--- src/rtl/shh_pkg.sv ---
`timescale 1ns / 1ps

package shh_pkg;

  // Table points held in configuration registers.
  localparam int CFG_POINTS = 6;
  localparam int DEF_POINTS = 6;

  localparam int SPEED_W = 16;
  localparam int BP_W    = 16;
  localparam int BYTE_W  = 8;
  localparam int FRAC_W  = 16;
  localparam int SUB_W   = BP_W + 2;

  localparam int CFG_IDX_W  = 3;
  localparam int CFG_DATA_W = 48;

  localparam logic [SPEED_W-1:0] HIGH_TH_RST = SPEED_W'(500);
  localparam logic [SPEED_W-1:0] LOW_TH_RST  = SPEED_W'(300);

  // Register indexes
  localparam logic [CFG_IDX_W-1:0] REG_HIGH_TH = 3'd0;
  localparam logic [CFG_IDX_W-1:0] REG_LOW_TH  = 3'd1;
  localparam logic [CFG_IDX_W-1:0] REG_BP_0_1  = 3'd2;
  localparam logic [CFG_IDX_W-1:0] REG_BP_2_3  = 3'd3;
  localparam logic [CFG_IDX_W-1:0] REG_BP_4_5  = 3'd4;
  localparam logic [CFG_IDX_W-1:0] REG_BYTES   = 3'd5;

  typedef struct packed {
    logic              done;
    logic [BYTE_W-1:0] value;
  } lk_rsp_t;

endpackage

--- src/rtl/shh_sub.sv ---
`timescale 1ns / 1ps

// Shared subtractor: compare, difference and divide step all go through here.
module shh_sub (
  input  logic signed [shh_pkg::SUB_W-1:0] a,
  input  logic signed [shh_pkg::SUB_W-1:0] b,
  output logic signed [shh_pkg::SUB_W-1:0] diff,
  output logic                             neg
);
  import shh_pkg::*;

  assign diff = a - b;
  assign neg  = diff[SUB_W-1];

endmodule

--- src/rtl/shh_lookup.sv ---
`timescale 1ns / 1ps

// Interpolated table lookup, clamped at both ends: downward search, restoring divide, one multiply.
module shh_lookup #(
  parameter int POINTS = shh_pkg::DEF_POINTS
) (
  input  logic                                 clk,
  input  logic                                 rst,
  input  logic                                 start,
  input  logic signed [shh_pkg::BP_W-1:0]      x,
  input  logic signed [shh_pkg::BP_W-1:0]      bp     [POINTS],
  input  logic        [shh_pkg::BYTE_W-1:0]    tbytes [POINTS],
  output shh_pkg::lk_rsp_t                     rsp
);
  import shh_pkg::*;

  localparam int IDX_W = $clog2(POINTS);
  localparam int CNT_W = $clog2(FRAC_W);
  localparam logic [IDX_W-1:0] TOP      = IDX_W'(POINTS - 1);
  localparam logic [CNT_W-1:0] CNT_LAST = CNT_W'(FRAC_W - 1);
  localparam int PROD_W = FRAC_W + BYTE_W + 3;

  typedef enum logic [2:0] {
    S_IDLE, S_SEARCH, S_DEN, S_DIV, S_MUL, S_SUM
  } state_t;

  state_t                    state;
  logic [IDX_W-1:0]          idx;
  logic signed [BP_W-1:0]    x_q;
  logic signed [BP_W-1:0]    bp_lo;
  logic signed [BP_W-1:0]    bp_hi;
  logic [BYTE_W-1:0]         byte_lo;
  logic [BYTE_W-1:0]         byte_hi;
  logic [FRAC_W-1:0]         rem;
  logic [FRAC_W-1:0]         den;
  logic [FRAC_W-1:0]         quo;
  logic [CNT_W-1:0]          cnt;
  logic signed [PROD_W-1:0]  prod;

  logic signed [SUB_W-1:0]   op_a;
  logic signed [SUB_W-1:0]   op_b;
  logic signed [SUB_W-1:0]   diff;
  logic                      neg;
  logic [FRAC_W:0]           rem2;
  logic signed [BYTE_W+1:0]  bdiff;
  logic signed [PROD_W-1:0]  acc;

  assign rem2  = {rem, 1'b0};
  assign bdiff = $signed({2'b00, byte_hi}) - $signed({2'b00, byte_lo});
  assign acc   = $signed({3'b000, byte_lo, {FRAC_W{1'b0}}}) + prod;

  always_comb begin
    op_a = '0;
    op_b = '0;
    unique case (state)
      S_SEARCH: begin
        op_a = SUB_W'(x_q);
        op_b = SUB_W'(bp[idx]);
      end
      S_DEN: begin
        op_a = SUB_W'(bp_hi);
        op_b = SUB_W'(bp_lo);
      end
      S_DIV: begin
        op_a = $signed({1'b0, rem2});
        op_b = $signed({2'b00, den});
      end
      default: begin
        op_a = '0;
        op_b = '0;
      end
    endcase
  end

  shh_sub u_sub (
    .a    (op_a),
    .b    (op_b),
    .diff (diff),
    .neg  (neg)
  );

  always_ff @(posedge clk) begin
    if (rst) begin
      state    <= S_IDLE;
      rsp.done <= 1'b0;
    end else begin
      rsp.done <= 1'b0;
      unique case (state)
        S_IDLE: begin
          if (start) begin
            idx   <= TOP;
            x_q   <= x;
            state <= S_SEARCH;
          end
        end
        S_SEARCH: begin
          // shift window: after the hit, lo holds entry i and hi entry i+1
          bp_lo   <= bp[idx];
          bp_hi   <= bp_lo;
          byte_lo <= tbytes[idx];
          byte_hi <= byte_lo;
          if (!neg) begin
            if (idx == TOP) begin
              rsp.value <= tbytes[idx];
              rsp.done  <= 1'b1;
              state     <= S_IDLE;
            end else begin
              rem   <= diff[FRAC_W-1:0];
              state <= S_DEN;
            end
          end else if (idx == '0) begin
            rsp.value <= tbytes[idx];
            rsp.done  <= 1'b1;
            state     <= S_IDLE;
          end else begin
            idx <= idx - 1'b1;
          end
        end
        S_DEN: begin
          den   <= diff[FRAC_W-1:0];
          quo   <= '0;
          cnt   <= '0;
          state <= S_DIV;
        end
        S_DIV: begin
          rem <= neg ? rem2[FRAC_W-1:0] : diff[FRAC_W-1:0];
          quo <= {quo[FRAC_W-2:0], ~neg};
          cnt <= cnt + 1'b1;
          if (cnt == CNT_LAST) begin
            state <= S_MUL;
          end
        end
        S_MUL: begin
          prod  <= PROD_W'($signed({1'b0, quo})) * PROD_W'(bdiff);
          state <= S_SUM;
        end
        S_SUM: begin
          rsp.value <= acc[FRAC_W+BYTE_W-1:FRAC_W];
          rsp.done  <= 1'b1;
          state     <= S_IDLE;
        end
        default: state <= S_IDLE;
      endcase
    end
  end

endmodule

--- src/rtl/speed_hysteresis_with_holdoff.sv ---
`timescale 1ns / 1ps
// Without a holdoff reload a beat goes through T_DELIVER into the output register.
// With a reload on rising entry the lookup unit runs first: at or above the top breakpoint
// or below every breakpoint it returns the end byte after its search, else s = 2..POINTS
// search steps come before a 16-step restoring divide in the lookup's shared subtractor.
// One item at a time: in_stall is high while an item is worked.
// Reset (rst, synchronous): holdoff 0, band 0, thresholds 500/300, table cleared.
module speed_hysteresis_with_holdoff #(
  parameter int POINTS = shh_pkg::DEF_POINTS
) (
  input  logic                               clk,
  input  logic                               rst,
  // input channel
  input  logic                               in_valid,
  output logic                               in_stall,
  input  logic [shh_pkg::SPEED_W-1:0]        engine_speed,
  input  logic signed [shh_pkg::BP_W-1:0]    lookup_input,
  // output channel
  output logic                               out_valid,
  input  logic                               out_stall,
  output logic                               qualified_flag,
  output logic                               band_flag,
  output logic [shh_pkg::BYTE_W-1:0]         holdoff_count,
  // configuration write channel
  input  logic                               cfg_valid,
  output logic                               cfg_ready,
  input  logic [shh_pkg::CFG_IDX_W-1:0]      cfg_index,
  input  logic [shh_pkg::CFG_DATA_W-1:0]     cfg_data
);
  import shh_pkg::*;

  // T_IDLE takes a beat, T_LOOK waits on the table unit,
  // T_DELIVER holds the result until the output register frees up.
  typedef enum logic [1:0] {
    T_IDLE, T_LOOK, T_DELIVER
  } state_t;

  state_t              state;
  logic [SPEED_W-1:0]  high_th;
  logic [SPEED_W-1:0]  low_th;
  logic signed [BP_W-1:0] bp_cfg   [CFG_POINTS];
  logic [BYTE_W-1:0]      byte_cfg [CFG_POINTS];

  logic [BYTE_W-1:0]   holdoff;
  logic                band;
  logic [BYTE_W-1:0]   hold_q;
  logic                band_q;

  logic signed [BP_W-1:0] bp_pt   [POINTS];
  logic [BYTE_W-1:0]      byte_pt [POINTS];

  logic                in_beat;
  logic                at_high;
  logic                below_low;
  logic                band_new;
  logic                rise;
  logic [BYTE_W-1:0]   hold_dec;
  logic                lk_start;
  lk_rsp_t             lk_rsp;
  logic                deliver;
  logic                cfg_wr;

  // Table points past the register set read as zero.
  for (genvar k = 0; k < POINTS; k++) begin : g_pt
    if (k < CFG_POINTS) begin : g_cfg
      assign bp_pt[k]   = bp_cfg[k];
      assign byte_pt[k] = byte_cfg[k];
    end else begin : g_zero
      assign bp_pt[k]   = '0;
      assign byte_pt[k] = '0;
    end
  end

  assign in_stall  = (state != T_IDLE);
  assign in_beat   = in_valid && !in_stall;
  assign cfg_ready = 1'b1;
  assign cfg_wr    = cfg_valid && cfg_ready;

  // Hysteresis: high test wins if thresholds are crossed.
  assign at_high   = (engine_speed >= high_th);
  assign below_low = (engine_speed < low_th);
  assign band_new  = at_high ? 1'b1 : (below_low ? 1'b0 : band);
  assign rise      = at_high && !band;
  assign hold_dec  = (holdoff != '0) ? holdoff - 1'b1 : holdoff;
  assign lk_start  = in_beat && rise;

  // Result moves into the output register once it is empty or being drained.
  assign deliver = (state == T_DELIVER) && (!out_valid || !out_stall);

  shh_lookup #(
    .POINTS (POINTS)
  ) u_lookup (
    .clk    (clk),
    .rst    (rst),
    .start  (lk_start),
    .x      (lookup_input),
    .bp     (bp_pt),
    .tbytes (byte_pt),
    .rsp    (lk_rsp)
  );

  // Configuration registers
  always_ff @(posedge clk) begin
    if (rst) begin
      high_th <= HIGH_TH_RST;
      low_th  <= LOW_TH_RST;
      for (int k = 0; k < CFG_POINTS; k++) begin
        bp_cfg[k]   <= '0;
        byte_cfg[k] <= '0;
      end
    end else if (cfg_wr) begin
      unique case (cfg_index)
        REG_HIGH_TH: high_th <= cfg_data[SPEED_W-1:0];
        REG_LOW_TH:  low_th  <= cfg_data[SPEED_W-1:0];
        REG_BP_0_1: begin
          bp_cfg[0] <= cfg_data[15:0];
          bp_cfg[1] <= cfg_data[31:16];
        end
        REG_BP_2_3: begin
          bp_cfg[2] <= cfg_data[15:0];
          bp_cfg[3] <= cfg_data[31:16];
        end
        REG_BP_4_5: begin
          bp_cfg[4] <= cfg_data[15:0];
          bp_cfg[5] <= cfg_data[31:16];
        end
        REG_BYTES: begin
          for (int k = 0; k < CFG_POINTS; k++) begin
            byte_cfg[k] <= cfg_data[k*BYTE_W +: BYTE_W];
          end
        end
        default: ; // unknown index: dropped
      endcase
    end
  end

  // Sequencer, tick state and output register
  always_ff @(posedge clk) begin
    if (rst) begin
      state     <= T_IDLE;
      holdoff   <= '0;
      band      <= 1'b0;
      out_valid <= 1'b0;
    end else begin
      if (deliver) begin
        out_valid <= 1'b1;
      end else if (!out_stall) begin
        out_valid <= 1'b0;
      end
      unique case (state)
        T_IDLE: begin
          if (in_beat) begin
            // decrement first; a reload overwrites it
            hold_q <= hold_dec;
            band_q <= band_new;
            state  <= rise ? T_LOOK : T_DELIVER;
          end
        end
        T_LOOK: begin
          if (lk_rsp.done) begin
            hold_q <= lk_rsp.value;
            state  <= T_DELIVER;
          end
        end
        T_DELIVER: begin
          if (deliver) begin
            holdoff        <= hold_q;
            band           <= band_q;
            qualified_flag <= band_q && (hold_q == '0);
            band_flag      <= band_q;
            holdoff_count  <= hold_q;
            state          <= T_IDLE;
          end
        end
        default: state <= T_IDLE;
      endcase
    end
  end

endmodule

--- config.mk ---
export PLATFORM = sky130hd
export DESIGN_NAME = speed_hysteresis_with_holdoff
export DESIGN_NICKNAME = d
export VERILOG_FILES = /design/src/rtl/shh_pkg.sv /design/src/rtl/shh_sub.sv /design/src/rtl/shh_lookup.sv /design/src/rtl/speed_hysteresis_with_holdoff.sv
export SDC_FILE = /design/constraint.sdc
export NUM_CORES = 1
export LEC_CHECK = 0
export ABC_AREA = 1
export BUFFER_PORTS_ARGS = -buffer_cell sky130_fd_sc_hd__buf_4
export CAP_MARGIN = 20
export CORE_MARGIN = 4
export CORE_UTILIZATION = 29
export CTS_CLUSTER_SIZE = 24
export DETAILED_ROUTE_END_ITERATION = 10
export GPL_ROUTABILITY_DRIVEN = 0
export SLEW_MARGIN = 15
export SYNTH_ARGS = -nofsm -noshare
export SYNTH_HDL_FRONTEND = slang
export SYNTH_SLANG_ARGS = --single-unit
--- constraint.sdc ---
create_clock -name clk -period 8 [get_ports clk]
set_clock_uncertainty 0.2 [all_clocks]
set_input_delay 0 -clock clk [delete_from_list [all_inputs] [get_ports clk]]
set_output_delay 0 -clock clk [all_outputs]
set_load 0.1 [all_outputs]
==> run_results.csv <==
group,metric,value,unit
yosys,synth.most_common_cell,"nor2_1",
sta,hold_viol_final,0,
clocking,cts-root-buf,"clkbuf_16",
global_route,grt_pass1_wl,86900,um
finish,finish.net_count,2625,
placed_design,post-dp-hpwl,39300,um
critical_path,r2r_cells,29,
yosys,synth_top_family_by_area,"adder cells",
yosys,synth_ff_type,"edfxtp_1",
finish,drive_gt1_share,10.6,%
sta,period_share,85.1,%
placed_design,io_buffer_count,99,
yosys,yosys.area_share.adder,17.4,%
yosys,synth-seq-area-share,48.1,%
global_route,grt_overflow,0,
floorplan,coreArea,70300,um2
global_route,grtUsageTotal,14.5,%
sta,finalSetupTns,0,ns
critical_path,endpoint,"u_lookup.prod[21]$_DFFE_PP_",
floorplan,dieArea,75400,um2
sta,tightest_slew,1.02,ns
yosys,yosysTopAreaCellShare,43.4,%
clocking,cts.reportedPaths.clkPinSlew,0.06,ns
floorplan,die_h,275,um
floorplan,rows,97,
global_route,antenna_found_initial,3,
floorplan,start_util,29.3,%
sta,relSlewSlack,31.8,%
critical_path,crit_start,"u_lookup.byte_lo[0]$_DFFE_PP_",
finish,fillers,7026,
clocking,clk_latency,0.57,ns
yosys,synth_nets,2430,
clocking,cts_resized,0,
sta,rsz0062_at_grt,"no",
yosys,synth_common_cells,"nor2_1 (381), edfxtp_1 (298), nand2_1 (291)",
yosys,syn-instance-count,2116,
yosys,synthSimpleGateAreaFrac,15.4,%
yosys,synth.area.mux_share,0,%
yosys,synth_edf_count,298,
drt,wl_per_cell,16.7,um
yosys,yosysWarnings,0,
yosys,syn_area_per_cell,9.75,um2
yosys,synth_area_leaders,"edfxtp_1 (43%), fa_1 (9.8%), ha_1 (7.6%)",
clocking,numCtsBuffers,40,
clocking,post_cts_buffers,0,
drt,vias,15600,
yosys,syn_area,20600,um2
drt,drc_errors,0,
critical_path,cp-end-kind,"flip-flop",
sta,fin_crit,6.81,ns
yosys,synth_xor_area_share,1.74,%
critical_path,slowest_stage,"fa_1",
critical_path,max_stage_delay,0.55,ns
drt,drt-pass1-iter-count,7,
clocking,cts_tree,"done",
critical_path,critPathMostFrequentCell,"nand2_1",
drt,routed_wl,54800,um
critical_path,cp_max_fo,14,
sta,slew_viol_final,0,
clocking,ctsHoldBuffers,109,
global_route,grt_max_degree,75,
sta,hold_slack,0.00560,ns
yosys,yosysTopAreaCell,"edfxtp_1",
critical_path,critPathLaunchType,"flip-flop",
clocking,clockBufferDepth,3,
floorplan,io_pins,101,
critical_path,rr_startpoint,"u_lookup.byte_lo[0]$_DFFE_PP_",
global_route,grt_pass1_vias,16000,
clocking,h-tree-depth,2,
critical_path,cp_data_required_time,8.12,ns
critical_path,r2r_setup_slack,1.19,ns
yosys,async_reset_ff_share,0,%
run_status,status,"finished, final reports clean",
hold_path,hold_class,"input port to flip-flop",
critical_path,path_class,"flip-flop to flip-flop",
drt,viasPerCell,4.76,
critical_path,r2r_end,"u_lookup.prod[21]$_DFFE_PP_",
drt,dr.first_iter.drc_count,1240,
sta,fmax,0.147,GHz
finish,syn2layout_area_growth,20.3,%
run,maxCapViolCount,0,
floorplan,die_x,275,um
yosys,synth_compound_area_share,10.6,%
yosys,synth.distinct_cells,61,
sta,setup_violations,0,
yosys,yosys_register_bits,346,
drt,drtAntennaViolNets,0,
critical_path,cp.arrival,6.93,ns
clocking,cts.sinks,346,
[final cells by class]
type	count	area [um2]	share of cell area [%]
multi-input cells	1405	9370	37.8
well taps	940	1180	4.74
inverters	288	1080	4.37
diodes	1	2.50	0.0101
repair buffers	230	2000	8.06
clock inverters	30	259	1.04
flip-flops and latches	346	9910	39.9
clock buffers	42	1010	4.06
[state kept, by name, summed over array words and instances (netlist names), 2 cells and up]
register / cells
u_lookup.cnt: 4
holdoff_count: 8
byte_cfg: 48
high_th: 16
u_lookup.byte_lo: 8
bp_cfg: 96
u_lookup.bp_hi: 16
u_lookup.x_q: 16
u_lookup.byte_hi: 8
state: 2
u_lookup.den: 16
holdoff: 8
u_lookup.rsp: 9
u_lookup.state: 3
low_th: 16
u_lookup.idx: 3
u_lookup.rem: 16
u_lookup.quo: 16
hold_q: 8
u_lookup.bp_lo: 16
u_lookup.prod: 8
[metrics by stage]
| step | cell area [um2] | util (%) | worst slack, ns | cells |
|---|---|---|---|---|
| final | 24800 | 35.3 | 1.19 | 3282 |
| after global routing | 24800 | 35.3 | 0.747 | 3281 |
| after CTS | 24800 | 35.3 | 1.19 | 3281 |
| after detailed placement | 22400 | 31.9 | 1.19 | 3100 |
| after global placement | 22400 | 31.9 | 1.26 | 3100 |
| after floorplan | 20600 | - | 1.77 | 2116 |
[placed cells by master, fill, tap and decap left out, types with 25 or more instances in the layout]
cell           Yosys  final
nor2_1           381    377
edfxtp_1         298    298
nand2_1          291    291
inv_1            278    278
o21ai_0          127    127
ha_1             125    125
buf_4              1    121
dlygate4sd3_1      0    109
fa_1             101    101
a21oi_1          100    100
dfxtp_1           48     48
clkbuf_16          0     40
nand3_1           38     38
o211ai_1          25     25
[how the worst min path moves through the flow]
| stage | slack, ns | cells past startpoint | from | endpoint |
|---|---|---|---|---|
| after floorplan | -0.10 | 0 | lookup_input[0] | u_lookup.x_q[0]$_DFFE_PP_ |
| after global placement | -0.02 | 1 | lookup_input[4] | u_lookup.x_q[4]$_DFFE_PP_ |
| after detailed placement | -0.02 | 1 | lookup_input[4] | u_lookup.x_q[4]$_DFFE_PP_ |
| after CTS | 0.003 | 2 | lookup_input[13] | u_lookup.x_q[13]$_DFFE_PP_ |
| after global routing | 0.01 | 2 | lookup_input[13] | u_lookup.x_q[13]$_DFFE_PP_ |
| final | 0.006 | 2 | lookup_input[13] | u_lookup.x_q[13]$_DFFE_PP_ |
[critical path, delay by kind of cell, from the launching register on]
kind	cells	cell delay [ns]
XOR/XNOR	1	0.14
adder cells (fa/ha/maj)	8	3.53
AO/OA/AOI/OAI	2	0.46
flip-flops	1	0.43
AND/OR/NAND/NOR	13	1.18
buffers and inverters	5	0.62
[logic make-up (layout without fill, tap and decap cells)]
group           count (synthesis)  count (layout)
fa+ha+maj                     226             226
xor+xnor                       40              40
simple gates                  775             775
compound gates                363             363
flops                         346             346
other cells                     1               2
buf+inv                       365             590
[routing by layer]
layer,global-route usage (%),vias up,wire length [um]
li1,-,7433,-
met1,19.5,7682,24100
met2,24.5,427,26400
met3,2.37,86,3070
met4,3.79,4,1200
met5,0,-,27
Power is not shown: default switching activity piles up to over one toggle a cycle in this logic, so the estimate is an artifact.
